==> src/ppfc_pkg.sv <==
// Package for the palette pixel format converter.
// Holds the shared types, codes and the pixel conversion function; no dependencies.
package ppfc_pkg;

  localparam int unsigned IdxW   = 8;
  localparam int unsigned ChanW  = 8;
  localparam int unsigned CountW = 9;
  localparam int unsigned OpW    = 3;
  localparam int unsigned CfgIdxW  = 2;
  localparam int unsigned CfgDataW = 9;

  localparam logic [ChanW-1:0] ChanMax = 8'hFF;

  localparam logic [CfgIdxW-1:0] CFG_SRC_FMT   = 2'd0;
  localparam logic [CfgIdxW-1:0] CFG_DST_FMT   = 2'd1;
  localparam logic [CfgIdxW-1:0] CFG_PAL_COUNT = 2'd2;

  typedef enum logic [OpW-1:0] {
    OP_PIXEL     = 3'd0,
    OP_WR_ENTRY  = 3'd1,
    OP_WR_COLOR  = 3'd2,
    OP_WR_ALPHA  = 3'd3,
    OP_GREY_FILL = 3'd4
  } op_e;

  typedef enum logic [1:0] {
    SRC_INDEXED = 2'd0,
    SRC_RGB24   = 2'd1,
    SRC_RGBA32  = 2'd2
  } src_fmt_e;

  typedef enum logic {
    DST_RGB24  = 1'b0,
    DST_RGBA32 = 1'b1
  } dst_fmt_e;

  typedef enum logic [1:0] {
    FILL_IDLE  = 2'd0,
    FILL_DIV   = 2'd1,
    FILL_WRITE = 2'd2
  } fill_state_e;

  typedef struct packed {
    logic [ChanW-1:0] alpha;
    logic [ChanW-1:0] red;
    logic [ChanW-1:0] green;
    logic [ChanW-1:0] blue;
  } entry_t;

  typedef struct packed {
    logic            we;
    logic [IdxW-1:0] addr;
    entry_t          data;
  } wr_t;

  // Brings the pixel into four-byte terms, then emits it in the destination format.
  function automatic entry_t convert_pixel(logic [1:0] src, logic dst, logic in_range,
                                           entry_t lookup, entry_t pix);
    entry_t p;
    entry_t res;
    logic   four_byte;
    p         = pix;
    four_byte = 1'b1;
    if (src == SRC_INDEXED) begin
      p = in_range ? lookup : '0;
    end else if (src == SRC_RGB24) begin
      p.alpha   = '0;
      four_byte = 1'b0;
    end
    res.green = p.green;
    if (dst == DST_RGBA32) begin
      res.red   = four_byte ? p.red : p.blue;
      res.blue  = four_byte ? p.blue : p.red;
      res.alpha = four_byte ? p.alpha : ChanMax;
    end else begin
      res.red   = four_byte ? p.blue : p.red;
      res.blue  = four_byte ? p.red : p.blue;
      res.alpha = '0;
    end
    return res;
  endfunction

endpackage

==> src/ppfc_grey_gen.sv <==
// Grey ramp generator: for two or more entries one serial divide of 255 by count-1, then one palette write per cycle.
// Depends on ppfc_pkg for the write type and the state enum.
module ppfc_grey_gen (
  input  logic                        clk_i,
  input  logic                        rst_ni,
  input  logic                        start_i,
  input  logic [ppfc_pkg::CountW-1:0] count_i,
  output logic                        busy_o,
  output ppfc_pkg::wr_t               wr_o
);
  import ppfc_pkg::*;

  fill_state_e       state_q, state_d;
  logic [CountW-1:0] cnt_q;
  logic [ChanW-1:0]  div_q, rem_q, quo_q, val_q, acc_q;
  logic [IdxW-1:0]   pos_q;
  logic [2:0]        step_q;
  logic [ChanW:0]    shifted, acc_sum;
  logic              div_ge, acc_ge, last_pos;

  assign shifted  = {rem_q, 1'b1};
  assign div_ge   = shifted >= {1'b0, div_q};
  assign acc_sum  = {1'b0, acc_q} + {1'b0, rem_q};
  assign acc_ge   = (div_q != '0) && (acc_sum >= {1'b0, div_q});
  assign last_pos = ({1'b0, pos_q} + 9'd1) == cnt_q;

  always_comb begin
    state_d = state_q;
    unique case (state_q)
      FILL_IDLE: begin
        if (start_i) begin
          if (count_i > 9'd1) begin
            state_d = FILL_DIV;
          end else if (count_i == 9'd1) begin
            state_d = FILL_WRITE;
          end
        end
      end
      FILL_DIV: begin
        if (step_q == 3'd7) begin
          state_d = FILL_WRITE;
        end
      end
      FILL_WRITE: begin
        if (last_pos) begin
          state_d = FILL_IDLE;
        end
      end
      default: state_d = FILL_IDLE;
    endcase
  end

  always_comb begin
    busy_o       = state_q != FILL_IDLE;
    wr_o.we      = state_q == FILL_WRITE;
    wr_o.addr    = pos_q;
    wr_o.data    = '{alpha: ChanMax, red: val_q, green: val_q, blue: val_q};
  end

  always_ff @(posedge clk_i or negedge rst_ni) begin
    if (!rst_ni) begin
      state_q <= FILL_IDLE;
    end else begin
      state_q <= state_d;
    end
  end

  always_ff @(posedge clk_i) begin
    unique case (state_q)
      FILL_IDLE: begin
        cnt_q  <= count_i;
        div_q  <= 8'(count_i - 9'd1);
        rem_q  <= '0;
        quo_q  <= '0;
        step_q <= '0;
        pos_q  <= '0;
        val_q  <= '0;
        acc_q  <= '0;
      end
      FILL_DIV: begin
        rem_q  <= div_ge ? 8'(shifted - {1'b0, div_q}) : shifted[ChanW-1:0];
        quo_q  <= {quo_q[ChanW-2:0], div_ge};
        step_q <= step_q + 3'd1;
      end
      FILL_WRITE: begin
        acc_q <= acc_ge ? 8'(acc_sum - {1'b0, div_q}) : acc_sum[ChanW-1:0];
        val_q <= val_q + quo_q + {7'd0, acc_ge};
        pos_q <= pos_q + 8'd1;
      end
      default: begin
        step_q <= '0;
      end
    endcase
  end

endmodule

==> config.mk <==
export PLATFORM = sky130hd
export DESIGN_NAME = ppfc_grey_gen
export DESIGN_NICKNAME = d
export VERILOG_FILES = /design/src/ppfc_pkg.sv /design/src/ppfc_grey_gen.sv
export SDC_FILE = /design/constraint.sdc
export NUM_CORES = 1
export LEC_CHECK = 0
export ABC_AREA = 0
export BUFFER_PORTS_ARGS = -buffer_cell sky130_fd_sc_hd__buf_4
export CAP_MARGIN = 20
export CORE_MARGIN = 5
export CORE_UTILIZATION = 34
export CTS_CLUSTER_DIAMETER = 40
export CTS_CLUSTER_SIZE = 8
export DETAILED_ROUTE_END_ITERATION = 12
export PLACE_DENSITY_LB_ADDON = 0.25
export REMOVE_ABC_BUFFERS = 1
export SKIP_CTS_REPAIR_TIMING = 1
export SLEW_MARGIN = 30
export SYNTH_ARGS = -nofsm -noshare
export SYNTH_HDL_FRONTEND = slang
export SYNTH_SLANG_ARGS = --single-unit
==> constraint.sdc <==
create_clock -name clk_i -period 4.53 [get_ports clk_i]
set_input_delay 0.2265 -clock clk_i [delete_from_list [all_inputs] [get_ports clk_i]]
set_output_delay 0.2265 -clock clk_i [all_outputs]
set_load 0.02 [all_outputs]
; ---- Word level (Yosys, flattened, before mapping)
; Index checks and enable logic that the tools add are counted.
[word_totals]
wordCells = 51
out_inout_bits = 42
ff_bits = 62
in_bits = 12
[op_classes]
n_reduce_logical = 7
eq_ne = 9
n_mux = 14
n_addsub = 9
magnitude_cmp = 3
[ops]
columns = cell, n
row1 = 8-bit case mux with 2 select lines, 5
row2 = 9-bit by 8-bit >= comparator with 1-bit output, 2
row3 = 8-bit 2-to-1 mux, 2
row4 = 8-bit subtractor, 2
row5 = 2-bit 2-to-1 mux, 5
row6 = 8-bit by 1-bit adder with 9-bit output (second input constant), 1
row7 = 8-bit by 8-bit adder with 9-bit output, 1
row8 = 9-bit by 1-bit == test with 1-bit output (second input constant), 1
row9 = 9-bit == test, 1
row10 = 9-bit by 1-bit greater-than comparator with 1-bit output (second input constant), 1
row11 = 8-bit by 1-bit adder with 8-bit output, 1
row12 = 8-bit by 1-bit adder with 8-bit output (second input constant), 1
row13 = 8-bit adder, 1
row14 = 8-bit nonzero test, 1
row15 = 8-bit by 1-bit subtractor with 8-bit output (second input constant), 1
row16 = 2-bit case mux with 3 select lines, 1
row17 = 3-bit case mux with 2 select lines, 1
row18 = 2-bit nonzero test, 3
row19 = 2-bit != test (second input constant), 2
row20 = 4-bit AND reduction, 1
row21 = 3-bit by 1-bit adder with 3-bit output (second input constant), 1
row22 = 3-bit == test (second input constant), 1
row23 = 3-bit != test (second input constant), 1
row24 = 2-bit by 1-bit == test with 1-bit output (second input constant), 1
row25 = 4 further kinds, 4

; ---- Longest topological paths before layout
[depth]
word_depth = 5
ltp_mapped = 21
ltp_nobuf = 20

; ---- Worst setup path before layout
; OpenSTA, ideal clock, no wires.
[synth_path]
path_kind = reg2reg
from = reg rem_q[0]
to = reg val_q[6] (data pin)
arrival_time_ns = 4.254
n_path_buf = 1
setup_slack_ns = 0.005
path_stages_with_launch = 22
period_less_slack_ns = 4.525
required_time_ns = 4.259
setup_ns = 0.271
path_cell_list = edfxtp_1 -> ha_1 -> fa_1 -> a211oi_2 -> o21bai_1 -> a21oi_1 -> xnor2_1 -> ha_1 -> nand2_1 -> o21ai_0 -> o211ai_2 -> a21boi_2 -> buf_6 -> inv_1 -> fa_1 -> fa_1 -> nor2b_1 -> o21ai_0 -> a21oi_1 -> o21a_1 -> o21a_1 -> nor3_1
[synth_between]
elab_chain_cells = 5
[synth_rtl]
columns = item, line
row1 = "start, declared", ppfc_grey_gen.sv:15  ; logic [ChanW-1:0] div_q, rem_q, quo_q, val_q, acc_q;
row2 = "start signal, assigned", ppfc_grey_gen.sv:81  ; rem_q <= div_ge ? 8'(shifted - {1'b0, div_q}) : shifted[ChanW-1:0];
row3 = 8-bit by 8-bit adder with 9-bit output, ppfc_grey_gen.sv:23  ; assign acc_sum = {1'b0, acc_q} + {1'b0, rem_q};
row4 = 9-bit by 8-bit >= comparator with 1-bit output, ppfc_grey_gen.sv:24  ; assign acc_ge = (div_q != '0) && (acc_sum >= {1'b0, div_q});
row5 = 1-bit logical AND, ppfc_grey_gen.sv:24
row6 = 8-bit by 1-bit adder with 8-bit output, ppfc_grey_gen.sv:87  ; val_q <= val_q + quo_q + {7'd0, acc_ge};
row7 = 8-bit case mux with 2 select lines, ppfc_grey_gen.sv:69  ; unique case (state_q)
row8 = "end signal, assigned", ppfc_grey_gen.sv:87
row9 = "end, declared", ppfc_grey_gen.sv:15
; No other way between the ends.
; A chain may end at the register's enable or synchronous reset.

; ---- Final worst setup path
[layout_path]
from = reg rem_q[1]
to = reg val_q[6] (data pin)
; The elaborated chain is that of the path after synthesis.

==> results.json <==
{
  "drv_slew": 0,
  "areaGrowthSynthToFinish_pct": 18.3,
  "grtUsageTotal": 0.128,
  "num_vias": 3068,
  "relSlewSlack": 0.363,
  "intPower_mw": 2.42,
  "hpwl_mm": 6.92,
  "cts_buffers": 9,
  "drc": 0,
  "reg2reg_from": "rem_q[1]",
  "swShare": 0.421,
  "clock.fmax_ghz": 0.234,
  "status": "finished, final reports clean",
  "tightest_slew_ps": 955,
  "drtPass1Iterations": 4,
  "yosys_warnings": 0,
  "synthCells": 410,
  "seqPwrFrac": 0.253,
  "cap_violations": 0,
  "portBuffers": 45,
  "fin_cells": 622,
  "synth_cell_types": 54,
  "place_congestion": 0.885,
  "hold_class": "input port to register",
  "crit_fanout": 5,
  "synth-main-ff-cell": "edfxtp_1",
  "power_switching_mw": 1.76,
  "n_antenna_cell": 0,
  "core_mm2": 0.0122,
  "grt_pass1_vias": 3021,
  "fin_crit_sh": 0.945,
  "combPwrFrac": 0.576,
  "powerDensity_mw_per_mm2": 830,
  "rsz0062_at_grt": "true",
  "setup_viol": 0,
  "clk_pin_slew_ps": 50,
  "antenna_found_initial": 0,
  "layout_commonest_cell": "edfxtp_1",
  "power_frac_clock": 0.171,
  "startpoint_type": "register",
  "cts_num_sinks": 62,
  "drt-wirelength-per-cell_um": 14.8,
  "drtIter0Drc": 169,
  "grt_first_pass_wirelength_mm": 15.0,
  "overflow": 0,
  "synth_area_mm2": 0.00425,
  "n_fill_cell": 1180,
  "vias_per_cell": 4.93,
  "clock_skew_ps": 5.46,
  "cts_tree": "built",
  "rows": 40,
  "arrival_ps": 4350,
  "die_w_um": 122,
  "vdd_drop_max_mv": 0.262,
  "ios": 54,
  "dieArea_mm2": 0.0148,
  "stdcell_area_mm2": 0.00503,
  "min_period_ps": 4280,
  "die_h_um": 122,
  "drive_gt1_frac": 0.203,
  "crit_path_start": "rem_q[1]",
  "clock_path_buffers": 2,
  "ys_seq_elements": 62,
  "cp-end-kind": "register",
  "area.sequential_mm2": 0.00185,
  "ant_nets": 0,
  "final_cell_mix": "edfxtp_1 (60), buf_4 (54), nor2_1 (36)",
  "synth_edf_count": 60,
  "crit_required_ps": 4590,
  "yosysSeqAreaShare": 0.435,
  "grt_max_degree": 29,
  "start_util": 0.350,
  "multi_input_area_mm2": 0.00213,
  "layout.nets": 500,
  "fin_util": 0.414,
  "place_area_mm2": 0.00465,
  "hold_violations": 0,
  "min_from": "count_i[5]",
  "wl_mm": 9.21,
  "synth-async-reset-ratio": 0.0323,
  "avgSynthCellArea_um2": 10.4,
  "leakage_nw": 2.07,
  "dp.cells": 603,
  "htreeDepth": 3,
  "hold_slack_ps": 107,
  "setup_tns_ps": 0,
  "criticalPathCategory": "register to register",
  "clk_latency_ps": 320,
  "cts_root_buffer": "clkbuf_16"
}
==> per-stage QoR <==
step	worst slack, ps	power (mW)
5_1_grt	-15.6	4.53
2_1_floorplan	-65.1	2.76
4_1_cts	-74.1	4.13
3_3_place_gp	61.7	3.36
3_5_place_dp	-63.6	3.39
6_report	248	4.18
==> power by group through the flow <==
stage	registers, mW	logic [mW]	clock network (mW)
after floorplan	1.11	1.65	0
after global placement	1.06	2.30	0
after detailed placement	1.07	2.32	0
after CTS	1.06	2.34	0.733
after global routing	1.08	2.68	0.763
final	1.06	2.41	0.715
==> worst paths after layout <==
check                             end  cells after the start  slack, ps
min in group asynchronous  state_q[1]                      2        230
min                          cnt_q[5]                      1        110
max in group asynchronous  state_q[0]                      2       4220
max reg2reg                  val_q[6]                     20        250
min reg2reg                state_q[0]                      1        530
max                          val_q[6]                     20        250
==> registers in the layout, summed over array words and instances, names as in the netlist <==
| register | cells |
|---|---|
| quo_q | 8 |
| pos_q | 8 |
| rem_q | 8 |
| acc_q | 8 |
| step_q | 3 |
| div_q | 8 |
| val_q | 8 |
| state_q | 2 |
| cnt_q | 9 |
==> layer usage <==
metal,wire [um],global-route usage,vias up
met5,0,0,-
met1,4240,0.171,1451
met3,517,0.0348,14
met4,174,0.0483,0
met2,4280,0.200,85
li1,-,-,1518
==> cell families after synthesis <==
family	Yosys count	synth area share
buffers and inverters	65	0.0812
other	1	0.000882
xor gates and xnor gates	38	0.0782
AOI/OAI and AO/OA	79	0.126
adders and majority gates	39	0.124
DFF	62	0.435
muxes	2	0.00471
and+or+nand+nor	124	0.150
==> critical path, stage by stage, from the launching register on <==
cell and delay, ps:
edfxtp_1 450, buf_4 180, fa_2 420, a211oi_2 270
o21bai_1 120, a21oi_2 140, xnor2_1 90, ha_1 370
nand4_1 130, o21ai_2 150, a31oi_2 80, a21boi_2 180
inv_1 60, fa_2 350, fa_2 370, nor2b_4 120
o21ai_1 80, a21oi_2 150, o21a_1 160, o21a_1 110
nor3_1 40
==> cell type report <==
| class | instances | area share |
|---|---|---|
| Clock buffer | 15 | 0.0552 |
| Clock inverter | 1 | 0.00597 |
| Inverter | 31 | 0.0231 |
| Multi-Input combinational cell | 290 | 0.423 |
| Sequential cell | 62 | 0.368 |
| Tap cell | 168 | 0.0418 |
| Timing Repair Buffer | 55 | 0.0825 |
==> synthesized netlist by cell type, types with 2 or more instances <==
library cell,count,area share
xnor2_1,23,0.047
nor2b_4,2,0.0065
inv_1,31,0.027
nor3_1,10,0.012
a31oi_1,4,0.0059
a21oi_1,19,0.022
buf_2,3,0.0035
clkbuf_1,6,0.0053
o21ai_0,20,0.024
nor2b_1,5,0.0074
a21oi_2,2,0.0041
buf_4,24,0.042
ha_1,34,0.10
nor4_1,4,0.0059
a211oi_1,4,0.0071
mux2i_1,2,0.0047
and3_1,12,0.018
a21o_1,3,0.0053
a211oi_2,3,0.0088
o21bai_1,3,0.0053
edfxtp_1,60,0.42
o211ai_1,2,0.0035
nand4_1,8,0.012
fa_1,5,0.024
nand3_1,13,0.015
nor2_1,36,0.032
nand2b_1,2,0.0029
dfrtp_1,2,0.012
xor2_1,15,0.031
o21a_1,6,0.011
nand2_1,24,0.021
Power figures use the tool's default switching activity.
